==> src/rtl/sng_pkg.sv <==
// Package for the sidechain noise gate: widths, fixed levels, reset values,
// register indexes and the structs that pass between the core and the top level.
// No dependencies.
`default_nettype none

package sng_pkg;

    // Sample and coefficient formats
    localparam int SAMPLE_W  = 24;                     // Q1.23 samples
    localparam int COEF_FRAC = 24;                     // Q1.24 unsigned coefficients
    localparam int COEF_W    = COEF_FRAC + 1;          // up to exactly 1.0
    localparam int GUARD     = 16;                     // extra filter fraction bits
    localparam int MEM_W     = SAMPLE_W + GUARD;       // filter memories, Q1.39
    localparam int DIFF_W    = MEM_W + 1;              // difference of two memories
    localparam int LO_W      = COEF_FRAC;              // low slice of a difference
    localparam int HI_W      = DIFF_W - LO_W;          // high slice of a difference
    localparam int MUL_W     = COEF_W;                 // shared multiplier operands
    localparam int PROD_W    = 2 * MUL_W;              // registered product
    localparam int ACC_W     = HI_W + COEF_W + 1;      // step magnitude accumulator

    // Configuration register file
    localparam int CFG_DATA_W = 32;
    localparam int CFG_ADDR_W = 5;
    localparam int REG_IDX_W  = 3;

    // Register indexes, register i at byte address 4*i
    localparam logic [REG_IDX_W-1:0] REG_ENABLE = 3'd0;
    localparam logic [REG_IDX_W-1:0] REG_HP     = 3'd1;
    localparam logic [REG_IDX_W-1:0] REG_LP     = 3'd2;
    localparam logic [REG_IDX_W-1:0] REG_ATK    = 3'd3;
    localparam logic [REG_IDX_W-1:0] REG_REL    = 3'd4;
    localparam logic [REG_IDX_W-1:0] REG_OPEN   = 3'd5;
    localparam logic [REG_IDX_W-1:0] REG_CLOSE  = 3'd6;

    // Coefficient of exactly one
    localparam logic [COEF_W-1:0] ONE_COEF = {1'b1, {COEF_FRAC{1'b0}}};

    // Hysteresis levels in sample LSBs: -60 dBFS opens, -67 dBFS closes
    localparam logic [SAMPLE_W-1:0] OPEN_LEVEL =
        SAMPLE_W'(((1 << (SAMPLE_W - 1)) + 500) / 1000);
    localparam logic [SAMPLE_W-1:0] CLOSE_LEVEL =
        SAMPLE_W'(((1 << (SAMPLE_W - 1)) * 45 + 50000) / 100000);

    // Configuration set seen by the core
    typedef struct packed {
        logic              enable;
        logic [COEF_W-1:0] hp;
        logic [COEF_W-1:0] lp;
        logic [COEF_W-1:0] atk;
        logic [COEF_W-1:0] rel;
        logic [COEF_W-1:0] opn;
        logic [COEF_W-1:0] cls;
    } t_cfg;

    localparam t_cfg CFG_RESET = '{
        enable: 1'b1,
        hp:     25'd216775,
        lp:     25'd4952955,
        atk:    25'd231410,
        rel:    25'd1589,
        opn:    25'd345910,
        cls:    25'd1942
    };

    // Result beat handed from the core to the output register
    typedef struct packed {
        logic                valid;
        logic                open;
        logic [SAMPLE_W-1:0] sample;
    } t_res;

endpackage

`default_nettype wire

==> src/rtl/sng_mul.sv <==
// Shared unsigned multiplier with a registered product.
// Depends on sng_pkg for operand and product widths.
`default_nettype none

module sng_mul (
    input  wire logic                       i_clk,
    input  wire logic                       i_en,
    input  wire logic [sng_pkg::MUL_W-1:0]  i_a,
    input  wire logic [sng_pkg::MUL_W-1:0]  i_b,
    output logic      [sng_pkg::PROD_W-1:0] o_prod
);

    logic [sng_pkg::PROD_W-1:0] r_prod;

    // One product per enabled cycle, held until the next one
    always_ff @(posedge i_clk) begin
        if (i_en) begin
            r_prod <= sng_pkg::PROD_W'(i_a) * sng_pkg::PROD_W'(i_b);
        end
    end

    assign o_prod = r_prod;

endmodule

`default_nettype wire

==> src/rtl/sng_core.sv <==
// Sequencer and datapath of the noise gate: filters, envelope, hysteresis,
// gain smoothing and gain multiply, all on one shared multiplier.
// Depends on sng_pkg and sng_mul.
`default_nettype none

module sng_core (
    input  wire logic                          i_clk,
    input  wire logic                          i_rst_n,
    input  wire sng_pkg::t_cfg                 i_cfg,
    input  wire logic                          i_in_valid,
    input  wire logic [sng_pkg::SAMPLE_W-1:0]  i_sc,
    input  wire logic [sng_pkg::SAMPLE_W-1:0]  i_au,
    output logic                               o_ready,
    input  wire logic                          i_slot_free,
    output sng_pkg::t_res                      o_res
);

    localparam int SW = sng_pkg::SAMPLE_W;
    localparam int CW = sng_pkg::COEF_W;
    localparam int CF = sng_pkg::COEF_FRAC;
    localparam int GD = sng_pkg::GUARD;
    localparam int MW = sng_pkg::MEM_W;
    localparam int DW = sng_pkg::DIFF_W;
    localparam int LW = sng_pkg::LO_W;
    localparam int UW = sng_pkg::MUL_W;
    localparam int PW = sng_pkg::PROD_W;
    localparam int AW = sng_pkg::ACC_W;

    localparam logic [MW-1:0] MEM_MAX  = {1'b0, {(MW-1){1'b1}}};
    localparam logic [MW-1:0] MEM_MIN  = {1'b1, {(MW-1){1'b0}}};
    localparam logic [MW-1:0] HALF_G   = {{(MW-GD){1'b0}}, 1'b1, {(GD-1){1'b0}}};
    localparam logic [PW-1:0] CEIL_ADD = {{(PW-CF){1'b0}}, {CF{1'b1}}};
    localparam logic [PW-1:0] HALF_Q   = {{(PW-CF){1'b0}}, 1'b1, {(CF-1){1'b0}}};

    typedef enum logic [11:0] {
        S_IDLE  = 12'b0000_0000_0001,
        S_DIFF  = 12'b0000_0000_0010,
        S_MLO   = 12'b0000_0000_0100,
        S_MHI   = 12'b0000_0000_1000,
        S_ACC   = 12'b0000_0001_0000,
        S_APPLY = 12'b0000_0010_0000,
        S_HPOUT = 12'b0000_0100_0000,
        S_MAG   = 12'b0000_1000_0000,
        S_HYST  = 12'b0001_0000_0000,
        S_AUDIO = 12'b0010_0000_0000,
        S_ROUND = 12'b0100_0000_0000,
        S_DONE  = 12'b1000_0000_0000
    } t_state;

    // Which smoothing update the step states are working on
    typedef enum logic [3:0] {
        ST_HP   = 4'b0001,
        ST_LP   = 4'b0010,
        ST_ENV  = 4'b0100,
        ST_GAIN = 4'b1000
    } t_stage;

    // Control and filter state
    t_state         r_state, n_state;
    t_stage         r_stage;
    logic [MW-1:0]  r_hpm;
    logic [MW-1:0]  r_lpm;
    logic [SW-1:0]  r_env;
    logic           r_open;
    logic [CW-1:0]  r_gain;

    // Per-item working registers
    logic [SW-1:0]  r_sc;
    logic [SW-1:0]  r_au;
    logic           r_auneg;
    logic [SW-1:0]  r_aumag;
    logic           r_byp;
    logic [MW-1:0]  r_x;
    logic [SW-1:0]  r_mag;
    logic           r_dneg;
    logic [DW-1:0]  r_dmag;
    logic [CW-1:0]  r_coef;
    logic           r_wide;
    logic [AW-1:0]  r_acc;

    // Combinational nets
    logic [DW-1:0]  w_xe;
    logic [DW-1:0]  w_opa, w_opb;
    logic [DW-1:0]  w_dab, w_dba;
    logic           w_dneg;
    logic [DW-1:0]  w_dmag;
    logic [CW-1:0]  w_cfirst, w_csecond, w_craw, w_coef;
    logic [DW-1:0]  w_upd;
    logic [MW-1:0]  w_mabs;
    logic           w_open_n;
    logic           w_mul_en;
    logic [UW-1:0]  w_mul_a, w_mul_b;
    logic [PW-1:0]  w_prod;
    logic [PW-1:0]  w_prod_ceil, w_prod_rnd;
    logic           w_accept;

    assign w_accept = i_in_valid && (r_state == S_IDLE);
    assign o_ready  = (r_state == S_IDLE);

    // Sidechain widened to the filter format
    assign w_xe = {r_sc[SW-1], r_sc, {GD{1'b0}}};

    // Operands of the current update: target and memory
    always_comb begin
        case (r_stage)
            ST_HP: begin
                w_opa     = w_xe;
                w_opb     = {r_hpm[MW-1], r_hpm};
                w_cfirst  = i_cfg.hp;
                w_csecond = i_cfg.hp;
            end
            ST_LP: begin
                w_opa     = {r_x[MW-1], r_x};
                w_opb     = {r_lpm[MW-1], r_lpm};
                w_cfirst  = i_cfg.lp;
                w_csecond = i_cfg.lp;
            end
            ST_ENV: begin
                w_opa     = {{(DW-SW){1'b0}}, r_mag};
                w_opb     = {{(DW-SW){1'b0}}, r_env};
                w_cfirst  = i_cfg.atk;
                w_csecond = i_cfg.rel;
            end
            ST_GAIN: begin
                w_opa     = r_open ? {{(DW-CW){1'b0}}, sng_pkg::ONE_COEF} : '0;
                w_opb     = {{(DW-CW){1'b0}}, r_gain};
                w_cfirst  = i_cfg.opn;
                w_csecond = i_cfg.cls;
            end
            default: begin
                w_opa     = '0;
                w_opb     = '0;
                w_cfirst  = '0;
                w_csecond = '0;
            end
        endcase
    end

    // Signed difference as sign and magnitude
    assign w_dab  = w_opa - w_opb;
    assign w_dba  = w_opb - w_opa;
    assign w_dneg = w_dab[DW-1];
    assign w_dmag = w_dneg ? w_dba : w_dab;

    // Falling direction uses the second coefficient; anything above 1.0 is 1.0
    assign w_craw = w_dneg ? w_csecond : w_cfirst;
    assign w_coef = (w_craw[CW-1] && (|w_craw[CW-2:0])) ? sng_pkg::ONE_COEF : w_craw;

    // Memory moved by the step magnitude toward its target
    assign w_upd = r_dneg ? (w_opb - r_acc[DW-1:0]) : (w_opb + r_acc[DW-1:0]);

    // Low-pass magnitude rounded to sample LSBs, ties away from zero
    assign w_mabs = r_lpm[MW-1] ? (HALF_G - r_lpm) : (r_lpm + HALF_G);

    // Hysteresis
    assign w_open_n = r_open ? !(r_env < sng_pkg::CLOSE_LEVEL)
                             : (r_env >= sng_pkg::OPEN_LEVEL);

    // Shared multiplier operand select
    always_comb begin
        case (r_state)
            S_MLO: begin
                w_mul_en = 1'b1;
                w_mul_a  = {{(UW-LW){1'b0}}, r_dmag[LW-1:0]};
                w_mul_b  = r_coef;
            end
            S_MHI: begin
                w_mul_en = 1'b1;
                w_mul_a  = {{(UW-(DW-LW)){1'b0}}, r_dmag[DW-1:LW]};
                w_mul_b  = r_coef;
            end
            S_AUDIO: begin
                w_mul_en = 1'b1;
                w_mul_a  = {{(UW-SW){1'b0}}, r_aumag};
                w_mul_b  = r_gain;
            end
            default: begin
                w_mul_en = 1'b0;
                w_mul_a  = '0;
                w_mul_b  = '0;
            end
        endcase
    end

    sng_mul u_mul (
        .i_clk  (i_clk),
        .i_en   (w_mul_en),
        .i_a    (w_mul_a),
        .i_b    (w_mul_b),
        .o_prod (w_prod)
    );

    // Low product rounded up; audio product rounded to nearest
    assign w_prod_ceil = w_prod + CEIL_ADD;
    assign w_prod_rnd  = w_prod + HALF_Q;

    // Sequencer
    always_comb begin
        n_state = r_state;
        case (r_state)
            S_IDLE:  if (i_in_valid) begin
                n_state = i_cfg.enable ? S_DIFF : S_DONE;
            end
            S_DIFF:  n_state = S_MLO;
            S_MLO:   n_state = S_MHI;
            S_MHI:   n_state = r_wide ? S_ACC : S_APPLY;
            S_ACC:   n_state = S_APPLY;
            S_APPLY: begin
                case (r_stage)
                    ST_HP:   n_state = S_HPOUT;
                    ST_LP:   n_state = S_MAG;
                    ST_ENV:  n_state = S_HYST;
                    ST_GAIN: n_state = S_AUDIO;
                    default: n_state = S_IDLE;
                endcase
            end
            S_HPOUT: n_state = S_DIFF;
            S_MAG:   n_state = S_DIFF;
            S_HYST:  n_state = S_DIFF;
            S_AUDIO: n_state = S_ROUND;
            S_ROUND: n_state = S_DONE;
            S_DONE:  if (i_slot_free) begin
                n_state = S_IDLE;
            end
            default: n_state = S_IDLE;
        endcase
    end

    // Control and filter state
    always_ff @(posedge i_clk) begin
        if (!i_rst_n) begin
            r_state <= S_IDLE;
            r_stage <= ST_HP;
            r_hpm   <= '0;
            r_lpm   <= '0;
            r_env   <= '0;
            r_open  <= 1'b0;
            r_gain  <= '0;
        end else begin
            r_state <= n_state;
            case (r_state)
                S_IDLE: if (w_accept) begin
                    r_stage <= ST_HP;
                end
                S_APPLY: begin
                    case (r_stage)
                        ST_HP:   r_hpm  <= w_upd[MW-1:0];
                        ST_LP:   r_lpm  <= w_upd[MW-1:0];
                        ST_ENV:  r_env  <= w_upd[SW-1:0];
                        ST_GAIN: r_gain <= w_upd[CW-1:0];
                        default: r_hpm  <= r_hpm;
                    endcase
                end
                S_HPOUT: r_stage <= ST_LP;
                S_MAG:   r_stage <= ST_ENV;
                S_HYST: begin
                    r_open  <= w_open_n;
                    r_stage <= ST_GAIN;
                end
                default: r_stage <= r_stage;
            endcase
        end
    end

    // Per-item working registers
    always_ff @(posedge i_clk) begin
        case (r_state)
            S_IDLE: if (w_accept) begin
                r_sc    <= i_sc;
                r_au    <= i_au;
                r_auneg <= i_au[SW-1];
                r_aumag <= i_au[SW-1] ? (SW'(0) - i_au) : i_au;
                r_byp   <= !i_cfg.enable;
            end
            S_DIFF: begin
                r_dneg <= w_dneg;
                r_dmag <= w_dmag;
                r_coef <= w_coef;
                // only the envelope difference fits the low slice; a full gain
                // swing of 1.0 needs the high one
                r_wide <= (r_stage != ST_ENV);
            end
            S_MHI:   r_acc <= AW'(w_prod_ceil[PW-1:CF]);
            S_ACC:   r_acc <= r_acc + w_prod[AW-1:0];
            S_HPOUT: begin
                // saturate the high-pass output to the sample range
                if (w_dab[DW-1] != w_dab[DW-2]) begin
                    r_x <= w_dab[DW-1] ? MEM_MIN : MEM_MAX;
                end else begin
                    r_x <= w_dab[MW-1:0];
                end
            end
            S_MAG:   r_mag <= w_mabs[MW-1:GD];
            S_ROUND: r_acc <= AW'(w_prod_rnd[PW-1:CF]);
            default: r_acc <= r_acc;
        endcase
    end

    // Result beat
    assign o_res.valid  = (r_state == S_DONE) && i_slot_free;
    assign o_res.open   = r_open;
    assign o_res.sample = r_byp   ? r_au :
                          r_auneg ? (SW'(0) - r_acc[SW-1:0]) : r_acc[SW-1:0];

endmodule

`default_nettype wire

==> src/rtl/sidechain_noise_gate_unit.sv <==
// Sidechain noise gate with hysteresis. Each input beat carries a sidechain
// sample and an audio sample (signed Q1.23). The sidechain is high-passed,
// low-passed and fed to a peak envelope follower; a hysteresis flag opens at
// -60 dBFS and closes below -67 dBFS, the gain slews toward 1 or 0, and the
// audio leaves multiplied by that gain, rounded. With gate_enable clear the
// audio passes unchanged and the state holds. One 25x25 multiplier computes
// each product of a gated beat in turn under the sequencer; a bypassed
// beat goes straight from idle to the done state. After each result the
// sequencer returns to idle before it accepts again. The block takes one
// beat at a time and is not ready while it works; a finished result waits
// in the output register without holding up the next beat, and the result
// after it waits in the sequencer until that register frees.
// Write configuration only while the block is idle.
`default_nettype none

module sidechain_noise_gate_unit (
    input  wire logic        i_clk,
    input  wire logic        i_rst_n,
    // input stream
    input  wire logic        s_axis_tvalid,
    output logic             s_axis_tready,
    input  wire logic [47:0] s_axis_tdata,   // [23:0] sidechain_sample, [47:24] audio_sample
    // output stream
    output logic             m_axis_tvalid,
    input  wire logic        m_axis_tready,
    output logic [23:0]      m_axis_tdata,   // [23:0] gated_sample
    output logic [0:0]       m_axis_tuser,   // [0] gate_is_open
    // configuration
    input  wire logic        psel,
    input  wire logic        penable,
    input  wire logic        pwrite,
    input  wire logic [4:0]  paddr,
    input  wire logic [31:0] pwdata,
    output logic [31:0]      prdata,
    output logic             pready
);

    localparam int SW = sng_pkg::SAMPLE_W;
    localparam int CW = sng_pkg::COEF_W;
    localparam int DW = sng_pkg::CFG_DATA_W;
    localparam int IW = sng_pkg::REG_IDX_W;

    sng_pkg::t_cfg r_cfg;
    sng_pkg::t_res w_res;
    logic          r_ovalid;
    logic [SW-1:0] r_odata;
    logic          r_oopen;
    logic [IW-1:0] w_idx;
    logic          w_wr;
    logic          w_slot_free;

    // Register file
    assign pready = 1'b1;
    assign w_idx  = paddr[sng_pkg::CFG_ADDR_W-1:2];
    assign w_wr   = psel && penable && pwrite && pready;

    always_ff @(posedge i_clk) begin
        if (!i_rst_n) begin
            r_cfg <= sng_pkg::CFG_RESET;
        end else if (w_wr) begin
            case (w_idx)
                sng_pkg::REG_ENABLE: r_cfg.enable <= pwdata[0];
                sng_pkg::REG_HP:     r_cfg.hp     <= pwdata[CW-1:0];
                sng_pkg::REG_LP:     r_cfg.lp     <= pwdata[CW-1:0];
                sng_pkg::REG_ATK:    r_cfg.atk    <= pwdata[CW-1:0];
                sng_pkg::REG_REL:    r_cfg.rel    <= pwdata[CW-1:0];
                sng_pkg::REG_OPEN:   r_cfg.opn    <= pwdata[CW-1:0];
                sng_pkg::REG_CLOSE:  r_cfg.cls    <= pwdata[CW-1:0];
                default:             r_cfg        <= r_cfg;
            endcase
        end
    end

    // Register read-back
    always_comb begin
        case (w_idx)
            sng_pkg::REG_ENABLE: prdata = {{(DW-1){1'b0}}, r_cfg.enable};
            sng_pkg::REG_HP:     prdata = {{(DW-CW){1'b0}}, r_cfg.hp};
            sng_pkg::REG_LP:     prdata = {{(DW-CW){1'b0}}, r_cfg.lp};
            sng_pkg::REG_ATK:    prdata = {{(DW-CW){1'b0}}, r_cfg.atk};
            sng_pkg::REG_REL:    prdata = {{(DW-CW){1'b0}}, r_cfg.rel};
            sng_pkg::REG_OPEN:   prdata = {{(DW-CW){1'b0}}, r_cfg.opn};
            sng_pkg::REG_CLOSE:  prdata = {{(DW-CW){1'b0}}, r_cfg.cls};
            default:             prdata = '0;
        endcase
    end

    // Output register frees up in the cycle its beat is taken
    assign w_slot_free = !r_ovalid || m_axis_tready;

    sng_core u_core (
        .i_clk       (i_clk),
        .i_rst_n     (i_rst_n),
        .i_cfg       (r_cfg),
        .i_in_valid  (s_axis_tvalid),
        .i_sc        (s_axis_tdata[SW-1:0]),
        .i_au        (s_axis_tdata[2*SW-1:SW]),
        .o_ready     (s_axis_tready),
        .i_slot_free (w_slot_free),
        .o_res       (w_res)
    );

    // Output register
    always_ff @(posedge i_clk) begin
        if (!i_rst_n) begin
            r_ovalid <= 1'b0;
        end else if (w_res.valid) begin
            r_ovalid <= 1'b1;
        end else if (m_axis_tready) begin
            r_ovalid <= 1'b0;
        end
    end

    always_ff @(posedge i_clk) begin
        if (w_res.valid) begin
            r_odata <= w_res.sample;
            r_oopen <= w_res.open;
        end
    end

    assign m_axis_tvalid   = r_ovalid;
    assign m_axis_tdata    = r_odata;
    assign m_axis_tuser[0] = r_oopen;

`ifndef SYNTHESIS
    // An accepted beat keeps the sequencer busy on the following cycle
    a_busy_after_accept: assert property (@(posedge i_clk) disable iff (!i_rst_n)
        (s_axis_tvalid && s_axis_tready) |=> !s_axis_tready)
        else $error("input accepted again right after a beat");

    // A result is never written over a beat still waiting at the output
    a_no_overwrite: assert property (@(posedge i_clk) disable iff (!i_rst_n)
        w_res.valid |-> (!r_ovalid || m_axis_tready))
        else $error("result overwrote a pending output beat");

    // Results come only from a busy sequencer
    a_result_when_busy: assert property (@(posedge i_clk) disable iff (!i_rst_n)
        w_res.valid |-> !s_axis_tready)
        else $error("result produced while idle");
`endif

endmodule

`default_nettype wire
==> config.mk <==
export PLATFORM = sky130hd
export DESIGN_NAME = sidechain_noise_gate_unit
export DESIGN_NICKNAME = d
export VERILOG_FILES = /design/src/rtl/sng_pkg.sv /design/src/rtl/sng_mul.sv /design/src/rtl/sng_core.sv /design/src/rtl/sidechain_noise_gate_unit.sv
export SDC_FILE = /design/constraint.sdc
export NUM_CORES = 2
export LEC_CHECK = 0
export BUFFER_PORTS_ARGS = -buffer_cell sky130_fd_sc_hd__buf_2
export CAP_MARGIN = 10
export CELL_PAD_IN_SITES_DETAIL_PLACEMENT = 1
export CELL_PAD_IN_SITES_GLOBAL_PLACEMENT = 1
export CORE_MARGIN = 2
export CORE_UTILIZATION = 33
export CTS_CLUSTER_DIAMETER = 150
export DETAILED_ROUTE_END_ITERATION = 16
export PLACE_DENSITY = 0.69
export SLEW_MARGIN = 0
export SYNTH_ARGS = -nofsm -noshare
export SYNTH_HDL_FRONTEND = slang
export SYNTH_SLANG_ARGS = --single-unit
export TNS_END_PERCENT = 10
==> constraint.sdc <==
create_clock -name i_clk -period 14.1 [get_ports i_clk]
set_clock_uncertainty 0.05 [all_clocks]
set_input_delay 1.41 -clock i_clk [delete_from_list [all_inputs] [get_ports i_clk]]
set_output_delay 1.41 -clock i_clk [all_outputs]
set_load 0.05 [all_outputs]
### Word level (Yosys, flattened, before mapping)

Cells that the tools add are included.

| word-level totals | value |
|---|---|
| flip-flop bits (word level) | 622 |
| output and inout port bits | 60 |

| operators by class | value |
|---|---|
| add/subtract/negate cells | 11 |
| multipliers | 1 |
| $lt $le $gt $ge | 2 |
| multiplexer cells | 30 |
| equality and inequality tests | 27 |
| reductions and logical operators | 31 |

Operators by type and width:

| operator | count |
|---|---|
| $pmux 41 s4 | 2 |
| $mux 40 | 5 |
| $pmux 25 s4 | 2 |
| $pmux 25 s7 | 1 |
| $pmux 43 s3 | 1 |
| $pmux 12 s10 | 1 |
| $add 50x24->50 const B | 2 |
| $sub 41x41->41 | 2 |
| $pmux 24 s3 | 1 |
| $mux 25 | 2 |
| $pmux 25 s2 | 1 |
| $mul 24x25->49 | 1 |
| $mux 24 | 2 |
| $sub 1x24->24 const A | 2 |
| $add 43x43->43 | 1 |
| $add 40x16->40 const B | 1 |
| $add 40x40->40 | 1 |
| $pmux 10 s4 | 1 |
| $sub 16x40->40 const A | 1 |
| $sub 40x40->40 | 1 |
| $mux 12 | 3 |
| $reduce_and 2->1 | 14 |
| $ge 24x14->1 const B | 1 |
| $lt 24x12->1 const B | 1 |
| 38 further kinds | 52 |

### Depth between registers and ports, before layout

| logic depth | value |
|---|---|
| depth after elaboration | 6 |
| gate-level depth with buffers | 36 |

### Hierarchy

Synthesis repeated with hierarchy kept, for this count alone.

| unflattened totals | value |
|---|---|
| cell total of the unflattened synthesis | 6553 |
| area, all modules | 58856.4 sq um |

Modules (own cells, without submodules):

| module | cells each | area an instance (sq um) | seq. area each (sq um) | instances |
|---|---|---|---|---|
| sng_core | 3354 | 28772.6 | 10249.8 | 1 |
| sng_mul | 2423 | 22221.3 | 1501.4 | 1 |
| sidechain_noise_gate_unit | 776 | 7862.5 | 3793.6 | 1 |

### Worst setup path before layout

No wires, ideal clock.

| path | value |
|---|---|
| path type | register to register |
| from | register u_core.r_state[3] |
| to | register u_core.u_mul.r_prod (netlist bit u_core.u_mul.o_prod[47]) (data pin) |
| stages on the path, launching flop included | 37 |
| path slack | 5.118 ns |
| arrival | 8.774 ns |
| library setup time | 0.158 ns |
| period minus slack after synthesis | 8.982 ns |
| data required time | 13.892 ns |
| path buffers | 3 |
| path through | dfxtp_1 > nor2_1 > nand2_1 > nor2_1 > nand2_1 > nor3b_1 > or2_2 > clkbuf_1 > clkbuf_1 > buf_1 > a22o_1 > nand2_1 > fa_1 > inv_1 > fa_1 > inv_1 > fa_1 > inv_1 > fa_1 > inv_1 > fa_1 > inv_1 > fa_1 > inv_1 > fa_1 > inv_1 > ha_1 > a21o_1 > a21o_1 > a2111oi_0 > o211a_1 > o21a_1 > o2111ai_1 > nand4_1 > a2111oi_0 > or4_1 > o211ai_1 |

| between the ends | value |
|---|---|
| cells in the longest elaborated chain, start to end | 4 |
| elaborated cells between the ends (all ways) | 7 |

RTL lines:

| what | RTL line | RTL |
|---|---|---|
| from (decl) | sng_core.sv:59 | `t_state r_state, n_state;` |
| from (signal assigned) | sng_core.sv:240 | `r_state <= n_state;` |
| $eq 12x3->1 / $eq 12x4->1 (equally long branches) | sng_core.sv:161 | `case (r_state)` |
| $reduce_or 2->1 (no source line) | n/a |  |
| $pmux 25 s2 | sng_core.sv:161 |  |
| $mul 24x25->49 * | sng_mul.sv:18 | `r_prod <= sng_pkg::PROD_W'(i_a) * sng_pkg::PROD_W'(i_b);` |
| to (signal assigned) | sng_mul.sv:18 |  |
| to (decl) | sng_mul.sv:13 | `logic [sng_pkg::PROD_W-1:0] r_prod;` |

Mark *: on every way between the ends. The rest lies on a longest branch, timed or not.
A chain may end at the register's enable or synchronous reset.

### Worst setup path after layout

| path | value |
|---|---|
| from | register u_core.r_state[5] |
| to | register u_core.u_mul.r_prod (netlist bit u_core.u_mul.o_prod[47]) (data pin) |

The elaborated chain is that of the path after synthesis.

==> results.yml <==
outcome:
  status: "finished, final reports clean"
finish:
  multiInputGateArea_sq_um: 36600
  nets: 7448
  syn_to_final_growth_pct: 9.78
  fillers: 19898
  finalInstanceArea_sq_um: 61700
  layout-drive-gt1-share_pct: 6.64
  regArea_sq_um: 15500
critical_path:
  required_ns: 14.59
  cp_max_fo: 51
  worst_ep_arrival_time_ns: 11.02
  crit_type: "flip-flop to flip-flop"
  cpMaxStageDelayCell: "a22o_1"
  slowest_delay_ns: 0.83
  end_kind: "flip-flop"
  startpoint_type: "flip-flop"
worst_hold_path:
  worstHoldPathType: "flip-flop to flip-flop"
logic_synthesis:
  synth_cell_types: 93
  synthCells: 6561
  yosys_most_used_dff: "edfxtp_1"
  synth_area_leaders: "fa_1 18%, edfxtp_1 17%, dfxtp_1 11%, ha_1 7.6%, nand2_1 6.2%"
  synth-edff-count: 318
  syn_avg_cell_area_sq_um: 8.57
  synth_area_sq_um: 56200
  async_reset_ff_share_pct: 0
  synth_seq_area_share_pct: 27.6
  ys_ff_latch: 616
  synth_top_area_share_pct: 18.1
  yosys_warnings: 0
  netlist.top_cell.by_area: "fa_1"
detailed_routing:
  via_count: 50049
  drt_iter0_drc: 4697
  wire_per_inst_um: 26.8
  drc: 0
  ant_nets: 0
  dr.pass1.iters: 6
  wl_um: 236000
  vias_per_cell: 5.69
placed_design:
  dpl_cell_area_sq_um: 59100
  hpwlAfterDp_um: 182000
  portBuffers: 134
  gp_congestion: 0.985
  pre_cts_ws_ns: 3.85
clocking:
  postCtsSetupBuffers: 0
  postCtsHoldBufs: 0
  cts-root-buf: "clkbuf_16"
  cts.clk_slew.worst_paths_ns: 0.06
  cts_inserted_buffers: 76
  cts.sinks: 616
  htree_levels: 3
  clkLatencyLatePin_ns: 0.72
  clock_path_buffers: 3
  cts_tree: "done"
  ctsResizeCount: 0
timing:
  post-route-min-period_ns: 10.53
  rsz0062_at_grt: "no"
  finalMaxSlewViolations: 0
  fin_ws_ns: 3.57
  fin_setup_tns_ns: 0
  hold_violations: 0
  setup-violations-final: 0
  max_freq_mhz: 95.0
  min_period_over_period_pct: 74.7
  relSlewSlack_pct: 13.0
  max_slew.worst_pin.slew_ns: 1.29
grt:
  grt_first_pass_wirelength_um: 347000
  grt_start_max_net_pins: 110
  antenna_found_initial: 18
  grt_overflow_total: 0
  grt_usage_pct: 26.8
  first_global_vias: 51966
floorplan:
  pin_count: 152
  start_util_pct: 33.2
  die_w_um: 417
  rows: 151
  fp.dieH_um: 417
  core_sq_um: 169000
  die_area_sq_um: 174000
run:
  cap_violations: 0
pwr:
  leakagePower_nw: 26.2
  power.density_nw_per_um2: 82.9
  power_mw: 5.12
  ir_worst_vdd_uv: 99.3
## synth_stat cells, types with 19 or more instances
cell type / count
and3_1: 37
or3_1: 36
xnor2_1: 175
o21bai_1: 30
nand2_1: 925
nor2b_1: 31
nand2b_1: 38
a21oi_1: 472
o211ai_1: 24
and2_1: 68
nand4_1: 41
a21o_1: 122
a221oi_1: 56
fa_1: 508
nor2_1: 652
buf_2: 24
mux2i_1: 24
a31oi_1: 45
ha_1: 340
a22o_1: 37
o31ai_1: 35
inv_1: 738
a221o_1: 21
o21ai_0: 252
clkbuf_1: 332
a211oi_1: 19
nor3_1: 47
a222oi_1: 22
nand3_1: 176
dfxtp_1: 298
xor2_1: 108
a22oi_1: 216
edfxtp_1: 318
nor4_1: 20
o21a_1: 33
## placed cells by master, fill, tap and decap left out, types with 175 or more instances in the layout
cell      instances
nand2_1         923
nand3_1         176
a22oi_1         215
xnor2_1         175
inv_1           736
o21ai_0         252
a21oi_1         472
ha_1            340
edfxtp_1        318
dfxtp_1         298
nor2_1          650
fa_1            508
## sequential cells by signal (all words and copies together), names as in the netlist, 4 cells and up
register             flops
u_core.r_hpm            40
r_cfg                  151
u_core.r_dmag           41
u_core.r_state          12
u_core.r_mag            24
u_core.r_au             22
u_core.u_mul.o_prod     49
u_core.r_x              40
u_core.r_lpm            40
m_axis_tdata            24
u_core.r_env            24
u_core.r_stage           4
u_core.r_aumag          24
u_core.r_acc            40
u_core.r_gain           25
u_core.r_coef           25
u_core.r_sc             24
## final cells by class
class,count,area share (%)
multi-input cells,4830,59.2
flip-flops and latches,616,25.1
inverters,741,4.51
well taps,2218,4.50
clock buffers,101,3.43
repair buffers,243,2.44
clock inverters,38,0.693
diodes,12,0.0486
## cells by family (layout without fill, tap and decap cells)
group           count (synthesis)  in the layout  synth area share (%)
flops                         616            616                  27.6
xor+xnor                      283            283                  4.41
buf+inv                      1121           1123                  7.60
simple gates                 2165           2165                  16.9
other cells                     2             20                0.0134
fa+ha+maj                     850            850                  25.7
compound gates               1496           1496                  17.3
mux                            28             28                 0.507
## stage by stage
stage               hold WS (ns)  util, %  std cells
floorplan                  0.382        -       6567
global placement           0.388     34.9       8648
detailed placement         0.405     34.9       8648
CTS                        0.412     36.4       8787
global route               0.435     36.4       8790
finish                     0.406     36.5       8799
## path summary, 6_finish.rpt
check,slack (ns),endpoint,cells past startpoint,from
setup reg to reg,3.57,u_core.u_mul.o_prod[47],32,u_core.r_state[5]
setup / recovery,3.57,u_core.u_mul.o_prod[47],32,u_core.r_state[5]
hold reg to reg,0.41,u_core.r_hpm[25],2,u_core.r_hpm[25]
hold / removal,0.41,u_core.r_hpm[25],2,u_core.r_hpm[25]
## report_power, final
| group | internal, mW | leakage, nW | total [mW] | switching [mW] |
|---|---|---|---|---|
| Combinational | 0.273 | 19.7 | 0.997 | 0.723 |
| Clock | 1.13 | 1.23 | 2.05 | 0.917 |
| Sequential | 2.01 | 5.30 | 2.07 | 0.0616 |
| Total | 3.42 | 26.2 | 5.12 | 1.70 |
## per-layer routing
layer	vias up	routed length, um	part of all wire, %	global-route usage, %
li1	22090	-	-	-
met1	25588	97200	41	34.3
met2	1892	105000	45	42.3
met3	471	17000	7.2	4.79
met4	8	16100	6.8	15.7
met5	-	56	0.024	0
## critical path, delay by kind of cell, from the launching register on
kind            cells  cell delay (ns)
fa+ha+maj           8             3.97
compound gates      9             2.70
simple gates        7             2.26
buf+inv             8             0.95
flops               1             0.36
(Power assumes the default switching activity.)
